<file path="src/sv/blk2b_pkg.sv">
package blk2b_pkg;

    localparam int RND_W  = 4;

    localparam logic [2:0] REG_DIGEST_LEN  = 3'd0;
    localparam logic [2:0] REG_KEY_LEN     = 3'd1;
    localparam logic [2:0] REG_SALT_LOW    = 3'd2;
    localparam logic [2:0] REG_SALT_HIGH   = 3'd3;
    localparam logic [2:0] REG_PERSON_LOW  = 3'd4;
    localparam logic [2:0] REG_PERSON_HIGH = 3'd5;

    typedef enum logic [2:0] {
        S_LOAD,
        S_IDLE,
        S_DECIDE,
        S_FIN,
        S_RND,
        S_DONE,
        S_OUT
    } state_t;

    typedef struct packed {
        logic             load;
        logic             latch;
        logic             store;
        logic             init;
        logic             init_final;
        logic             g_en;
        logic             g_half;
        logic             g_diag;
        logic [RND_W-1:0] round;
        logic             finish;
        logic             out_adv;
    } cmd_t;

    typedef struct packed {
        logic pending;
        logic out_last;
    } stat_t;

    function automatic logic [63:0] iv_word(input logic [2:0] i);
        logic [63:0] r;
        unique case (i)
            3'd0: r = 64'h6A09E667F3BCC908;
            3'd1: r = 64'hBB67AE8584CAA73B;
            3'd2: r = 64'h3C6EF372FE94F82B;
            3'd3: r = 64'hA54FF53A5F1D36F1;
            3'd4: r = 64'h510E527FADE682D1;
            3'd5: r = 64'h9B05688C2B3E6C1F;
            3'd6: r = 64'h1F83D9ABFB41BD6B;
            default: r = 64'h5BE0CD19137E2179;
        endcase
        return r;
    endfunction

    function automatic logic [3:0] sigma(input logic [3:0] r, input logic [3:0] j);
        logic [63:0] row;
        case (r)
            4'd1: row = 64'hEA489FD61C02B753;
            4'd2: row = 64'hB8C052FDAE367194;
            4'd3: row = 64'h7931DCBE265A40F8;
            4'd4: row = 64'h905724AFE1BC683D;
            4'd5: row = 64'h2C6A0B834D75FE19;
            4'd6: row = 64'hC51FED4A0763928B;
            4'd7: row = 64'hDB7EC13950F4862A;
            4'd8: row = 64'h6FE9B308C2D714A5;
            4'd9: row = 64'hA2847615FB9E3CD0;
            default: row = 64'h0123456789ABCDEF;
        endcase
        return row[63 - 4 * j -: 4];
    endfunction

endpackage

</file>
<file path="src/sv/blk2b_ctrl.sv">
module blk2b_ctrl
    import blk2b_pkg::*;
#(
    parameter int ROUNDS = 12
) (
    input  logic  aclk,
    input  logic  aresetn,
    input  logic  s_tvalid,
    output logic  s_tready,
    input  logic  in_last,
    input  logic  in_nonzero,
    input  logic  cfg_valid,
    output logic  cfg_ready,
    input  logic  cfg_known,
    output logic  m_tvalid,
    input  logic  m_tready,
    input  stat_t stat,
    output cmd_t  cmd
);

    state_t           state_reg, state_next;
    logic             pre_reg, pre_next;
    logic             last_reg, last_next;
    logic             store_reg, store_next;
    logic             fin_reg, fin_next;
    logic [1:0]       step_reg, step_next;
    logic [RND_W-1:0] round_reg, round_next;
    logic             round_end;

    assign round_end = (step_reg == 2'd3) && (round_reg == RND_W'(ROUNDS - 1));

    always_ff @(posedge aclk) begin
        if (!aresetn) begin
            state_reg <= S_LOAD;
            pre_reg   <= 1'b0;
            last_reg  <= 1'b0;
            store_reg <= 1'b0;
            fin_reg   <= 1'b0;
            step_reg  <= '0;
            round_reg <= '0;
        end else begin
            state_reg <= state_next;
            pre_reg   <= pre_next;
            last_reg  <= last_next;
            store_reg <= store_next;
            fin_reg   <= fin_next;
            step_reg  <= step_next;
            round_reg <= round_next;
        end
    end

    always_comb begin
        state_next = state_reg;
        pre_next   = pre_reg;
        last_next  = last_reg;
        store_next = store_reg;
        fin_next   = fin_reg;
        step_next  = step_reg;
        round_next = round_reg;
        unique case (state_reg)
            S_LOAD: state_next = S_IDLE;
            S_IDLE: begin
                if (cfg_valid) begin
                    if (cfg_known) state_next = S_LOAD;
                end else if (s_tvalid && (in_nonzero || in_last)) begin
                    pre_next   = in_nonzero && stat.pending;
                    last_next  = in_last;
                    store_next = in_nonzero;
                    state_next = S_DECIDE;
                end
            end
            S_DECIDE: begin
                if (pre_reg) begin
                    pre_next   = 1'b0;
                    fin_next   = 1'b0;
                    step_next  = '0;
                    round_next = '0;
                    state_next = S_RND;
                end else if (last_reg) begin
                    state_next = S_FIN;
                end else begin
                    state_next = S_IDLE;
                end
            end
            S_FIN: begin
                fin_next   = 1'b1;
                step_next  = '0;
                round_next = '0;
                state_next = S_RND;
            end
            S_RND: begin
                step_next = step_reg + 2'd1;
                if (step_reg == 2'd3) round_next = round_reg + RND_W'(1);
                if (round_end) state_next = S_DONE;
            end
            S_DONE: state_next = fin_reg ? S_OUT : S_DECIDE;
            S_OUT: begin
                if (m_tready && stat.out_last) state_next = S_LOAD;
            end
            default: state_next = S_LOAD;
        endcase
    end

    always_comb begin
        cmd        = '0;
        s_tready   = 1'b0;
        cfg_ready  = 1'b0;
        m_tvalid   = 1'b0;
        cmd.g_half = step_reg[0];
        cmd.g_diag = step_reg[1];
        cmd.round  = round_reg;
        unique case (state_reg)
            S_LOAD: cmd.load = 1'b1;
            S_IDLE: begin
                cfg_ready = 1'b1;
                s_tready  = !cfg_valid;
                cmd.latch = s_tvalid && !cfg_valid;
            end
            S_DECIDE: begin
                cmd.init  = pre_reg;
                cmd.store = !pre_reg && store_reg;
            end
            S_FIN: begin
                cmd.init       = 1'b1;
                cmd.init_final = 1'b1;
            end
            S_RND:  cmd.g_en   = 1'b1;
            S_DONE: cmd.finish = 1'b1;
            S_OUT: begin
                m_tvalid    = 1'b1;
                cmd.out_adv = m_tready;
            end
            default: cmd = '0;
        endcase
    end

endmodule

</file>
<file path="config.mk">
export PLATFORM = sky130hd
export DESIGN_NAME = blk2b_ctrl
export DESIGN_NICKNAME = d
export VERILOG_FILES = /design/src/sv/blk2b_pkg.sv /design/src/sv/blk2b_ctrl.sv
export SDC_FILE = /design/constraint.sdc
export NUM_CORES = 1
export LEC_CHECK = 0
export BUFFER_PORTS_ARGS = -buffer_cell sky130_fd_sc_hd__buf_2
export CORE_UTILIZATION = 48
export DETAILED_ROUTE_END_ITERATION = 8
export GPL_TIMING_DRIVEN = 0
export PLACE_DENSITY = 0.77
export SLEW_MARGIN = 5
export SYNTH_ARGS = -nofsm -noshare
export SYNTH_HDL_FRONTEND = slang
export SYNTH_SLANG_ARGS = --single-unit
</file>
<file path="constraint.sdc">
create_clock -name aclk -period 2.1 [get_ports aclk]
set_clock_uncertainty 0.05 [all_clocks]
set_input_delay 0 -clock aclk [delete_from_list [all_inputs] [get_ports aclk]]
set_output_delay 0 -clock aclk [all_outputs]
set_load 0.05 [all_outputs]
</file>
Yosys cells after proc, flatten, opt, wreduce, memory -nomap -nowiden
Cells that the tools add are included.
Widths: inputs -> output; s select.
{"block": "word_totals", "regBits": 13, "inputBits": 10, "output_inout_bits": 17, "elab_cells": 77}
{"block": "op_classes", "addsub": 2, "n_eq_ne": 16, "mux": 31, "bitwise_logic": 1, "reduce_logical": 20}
{"cell": "$mux 3", "count": 7}
{"cell": "$pmux 3 s7", "count": 1}
{"cell": "$mux 1", "count": 13}
{"cell": "$ne 2x2->1 const B", "count": 6}
{"cell": "$pmux 4 s3", "count": 1}
{"cell": "$eq 3x3->1 const B", "count": 3}
{"cell": "$reduce_and 3->1", "count": 3}
{"cell": "$mux 4", "count": 2}
{"cell": "$reduce_or 7->1", "count": 1}
{"cell": "$eq 3x2->1 const B", "count": 2}
{"cell": "$logic_and 1x1->1", "count": 6}
{"cell": "$mux 6", "count": 1}
{"cell": "$ne 3x3->1 const B", "count": 2}
{"cell": "$pmux 1 s2", "count": 3}
{"cell": "$pmux 2 s3", "count": 1}
{"cell": "$add 4x1->4 const B", "count": 1}
{"cell": "$eq 4x4->1 const B", "count": 1}
{"cell": "$mux 2", "count": 2}
{"cell": "$reduce_and 2->1", "count": 2}
{"cell": "$reduce_and 4->1", "count": 1}
{"cell": "$reduce_bool 2->1", "count": 2}
{"cell": "$eq 3x1->1 const B", "count": 1}
{"cell": "$logic_not 3->1", "count": 1}
{"cell": "$reduce_bool 3->1", "count": 1}
{"cell": "5 further kinds", "count": 6}

Logic depth before layout (Yosys ltp)
{"block": "logic_depth", "word_depth": 5, "ltp_mapped": 5}

Worst setup path before layout
Ideal clock, no wire load.
{"block": "synth_path", "path_type": "register -> register", "start": "register state_reg[1]", "end": "register state_reg[1]", "setup_ns": 0.117, "arrival_ns": 1.539, "t_required_ns": 1.933, "slack_ns": 0.394, "stages_incl_launch_ff": 5, "path_buffers": 1, "synth_period_minus_slack_ns": 1.706, "path_cell_list": "dfxtp_1 > clkbuf_1 > and3b_1 > a221oi_1 > a32o_1"}
{"block": "synth_via", "elab_chain_cells": 3, "word_cells_on_any_way": 13, "cone_classes": "eq/ne: 10; mux: 1; reduce/logical: 2"}
{"item": "start, declared", "line": "blk2b_ctrl.sv:21", "source": "state_t state_reg, state_next;"}
{"item": "start signal, assigned", "line": "blk2b_ctrl.sv:42", "source": "state_reg <= state_next;"}
{"item": "$eq 3x1->1 or $eq 3x3->1 (tied branches)", "line": "blk2b_ctrl.sv:60", "source": "unique case (state_reg)"}
{"item": "$ne 3x3->1 (no line) or $ne 2x2->1 (tied branches)"}
{"item": "$reduce_and 4->1 (no line)"}
Several ways; a longest one is shown, not always the timed one.
A chain may end at the register's enable or synchronous reset.

==> impl_metrics.ini <==
[power_and_ir_drop]
pwr-share-comb = 0.221
power_density_nw_per_um2 = 523
cellLeakagePower_uw = 0.000470
p_clk_frac = 0.298
vdd_drop_max_uv = 313
switchingPower_uw = 168
p_seq_frac = 0.481
switching_share = 0.315
p_int_uw = 364

[route]
first_pass_iters = 4
route.vias.total = 886
wire_per_inst_um = 13.5
drc = 0
viasPerCell = 5.91
antenna_left = 0
drt_iter0_drc = 23
finalWirelength_um = 2020

[yosys]
yosysWarnings = 0
synth_area_per_cell_um2 = 8.02
yosysSeqAreaShare = 0.321
netlist_instances = 101
synth_fp_nets = 113
ys_ff_latch = 13
ys_types = 37
syn_area_um2 = 810

[finish]
drive_above_1_share = 0.254
nets = 147
final_core_util = 0.659
area_growth_pct = 25.5
fillers = 145
final_cells = 150
n_antenna_cell = 0
largest_reg_flops = 4

[global_route]
grt_pass1_wl_um = 3390
grt_usage = 0.242
overflow = 0
grt_pass1_vias = 753
antenna_found_initial = 0
grt_max_degree = 11

[clock_network]
cts_tree = done
clk_pin_slew_worst_paths_ns = 0.08
cts_buffers = 3
h-tree-depth = 1
clock_sinks = 13
clk-insertion-delay-late_ns = 0.28
clockBufferDepth = 2
root_buffer = clkbuf_4
cts_resized = 0

[placed_design]
hpwl_um = 1460
io_buffer_count = 26
placed_cells = 143
gp_congestion = 0.878

[floorplan]
coreArea_um2 = 1540
num_rows = 14
num_io_pins = 27
initial_core_util = 0.525
die_x_um = 43.1
die_area_um2 = 1850
die_y_um = 43.1

[timing]
relSlewSlack = 0.616
finalHoldViolCount = 0
fin_crit_ns = 1.86
rsz0062_at_grt = false
timing.final.crit_share = 0.886
worstMarginPinSlew_ns = 0.574
setup_viol = 0
finalSetupTns_ns = 0
report.final.slew_viol_count = 0
maxClockFrequency_ghz = 0.538

[worst_setup_path]
r2r_end = state_reg[1]$_SDFFE_PN0P_
worstPathRequired_ns = 2.05
cp-start-kind = register
crit_type = register to output port
rr_startpoint = state_reg[2]$_SDFFE_PN0P_
cp.arrival_ns = 1.81
cp_max_fo = 10
r2r_cells = 4
critPathCaptureType = output port
r2r_slack_ns = 0.46

[run]
cap_violations = 0

[run_status]
outcome = finished, final reports clean

[hold_path]
hold_class = input port to register
hold_depth = 3
hold_start = cfg_known
whs_endpoint = state_reg[0]$_SDFFE_PN0P_
## synth_stat cells, drive strengths merged
library cell | n | area share
dfxtp | 13 | 0.32
and2 | 10 | 0.077
a21oi | 8 | 0.049
inv | 5 | 0.023
nand2b | 5 | 0.039
nand3 | 5 | 0.031
nor2 | 5 | 0.023
o21ai | 5 | 0.031
nand2 | 4 | 0.019
o211ai | 4 | 0.037
buf | 3 | 0.022
clkbuf | 3 | 0.014
nor2b | 3 | 0.023
ha | 2 | 0.031
nand4b | 2 | 0.022
nor3 | 2 | 0.012
o21a | 2 | 0.019
o31ai | 2 | 0.019
or2 | 2 | 0.015
or3 | 2 | 0.015
or3b | 2 | 0.022
a21boi | 1 | 0.0093
a221o | 1 | 0.012
a221oi | 1 | 0.011
a22o | 1 | 0.011
a32o | 1 | 0.012
a41oi | 1 | 0.011
and3 | 1 | 0.0077
and3b | 1 | 0.011
nand4bb | 1 | 0.014
nor4b | 1 | 0.011
o221a | 1 | 0.014
o311a | 1 | 0.012
## per-layer routing
metal / track usage / share of wire / routed length, µm / vias to the layer above
met1: 0.324 / 0.42 / 856 / 410
li1: - / - / - / 437
met2: 0.382 / 0.50 / 1020 / 35
met3: 0.0638 / 0.062 / 125 / 4
met4: 0.0727 / 0.010 / 21 / 0
met5: 0 / 0 / 0 / -
## critical path: stages, from the launching register on
cell and delay (ns):
dfxtp_1 0.37, clkbuf_1 0.34, nor4b_1 0.39, and2_1 0.19, buf_2 0.26
## metrics by stage
step	total power [µW]	area, µm²	hold slack [ns]	setup slack, ns
final	531	1020	0.0686	0.240
after global routing	559	1020	0.0724	0.112
after CTS	532	1020	0.0599	0.253
after detailed placement	372	960	0.232	0.493
after global placement	370	960	0.232	0.522
after floorplan	340	810	0.0675	0.394
## cell type report
cell class / instances / area (µm²) / area share
plain buffers: 6 / 28.8 / 0.0283
clock buffers: 4 / 26.3 / 0.0259
inverters: 5 / 18.8 / 0.0185
multi-input cells: 77 / 502 / 0.494
flip-flops and latches: 13 / 260 / 0.256
well taps: 16 / 20.0 / 0.0197
repair buffers: 29 / 160 / 0.158
## cells by family (layout without fill, tap and decap cells)
group           Yosys count  after routing  synth area share
compound gates           29             29             0.247
flops                    13             13             0.321
buf+inv                  11             44            0.0587
fa+ha+maj                 2              2            0.0309
simple gates             46             46             0.342
## power groups by stage
stage / registers, µW / clock network, µW / logic, µW
after floorplan: 260 / 0 / 79.9
after CTS: 256 / 162 / 115
after global routing: 257 / 177 / 125
final: 256 / 158 / 117
after detailed placement: 261 / 0 / 110
after global placement: 261 / 0 / 109
## placed cells by master, fill, tap and decap left out, drive strengths merged, types with 3 or more instances in the layout
master / instances
nand3: 5
nand2b: 5
nor2b: 3
a21oi: 8
nand2: 4
clkbuf: 7
dfxtp: 13
inv: 5
buf: 29
o21ai: 5
dlygate4sd3: 3
nor2: 5
and2: 10
o211ai: 4
## what timing repair did
action | in CTS | in global routing
buffers inserted | 0 | 0
endpoints found under the hold margin | 6 | 0
hold buffers | 3 | 0
## worst max path at each step
stage	cells after the start	startpoint	slack (ns)	endpoint
3_3_place_gp	4	state_reg[2]$_SDFFE_PN0P_	0.52	state_reg[1]$_SDFFE_PN0P_
5_1_grt	4	state_reg[1]$_SDFFE_PN0P_	0.11	cmd[11]
4_1_cts	4	state_reg[1]$_SDFFE_PN0P_	0.25	cmd[11]
3_5_place_dp	4	state_reg[2]$_SDFFE_PN0P_	0.49	state_reg[1]$_SDFFE_PN0P_
6_report	4	state_reg[1]$_SDFFE_PN0P_	0.24	cmd[11]
2_1_floorplan	4	state_reg[1]$_SDFFE_PN0P_	0.39	state_reg[1]$_SDFFE_PN0P_
(Power assumes the default switching activity.)
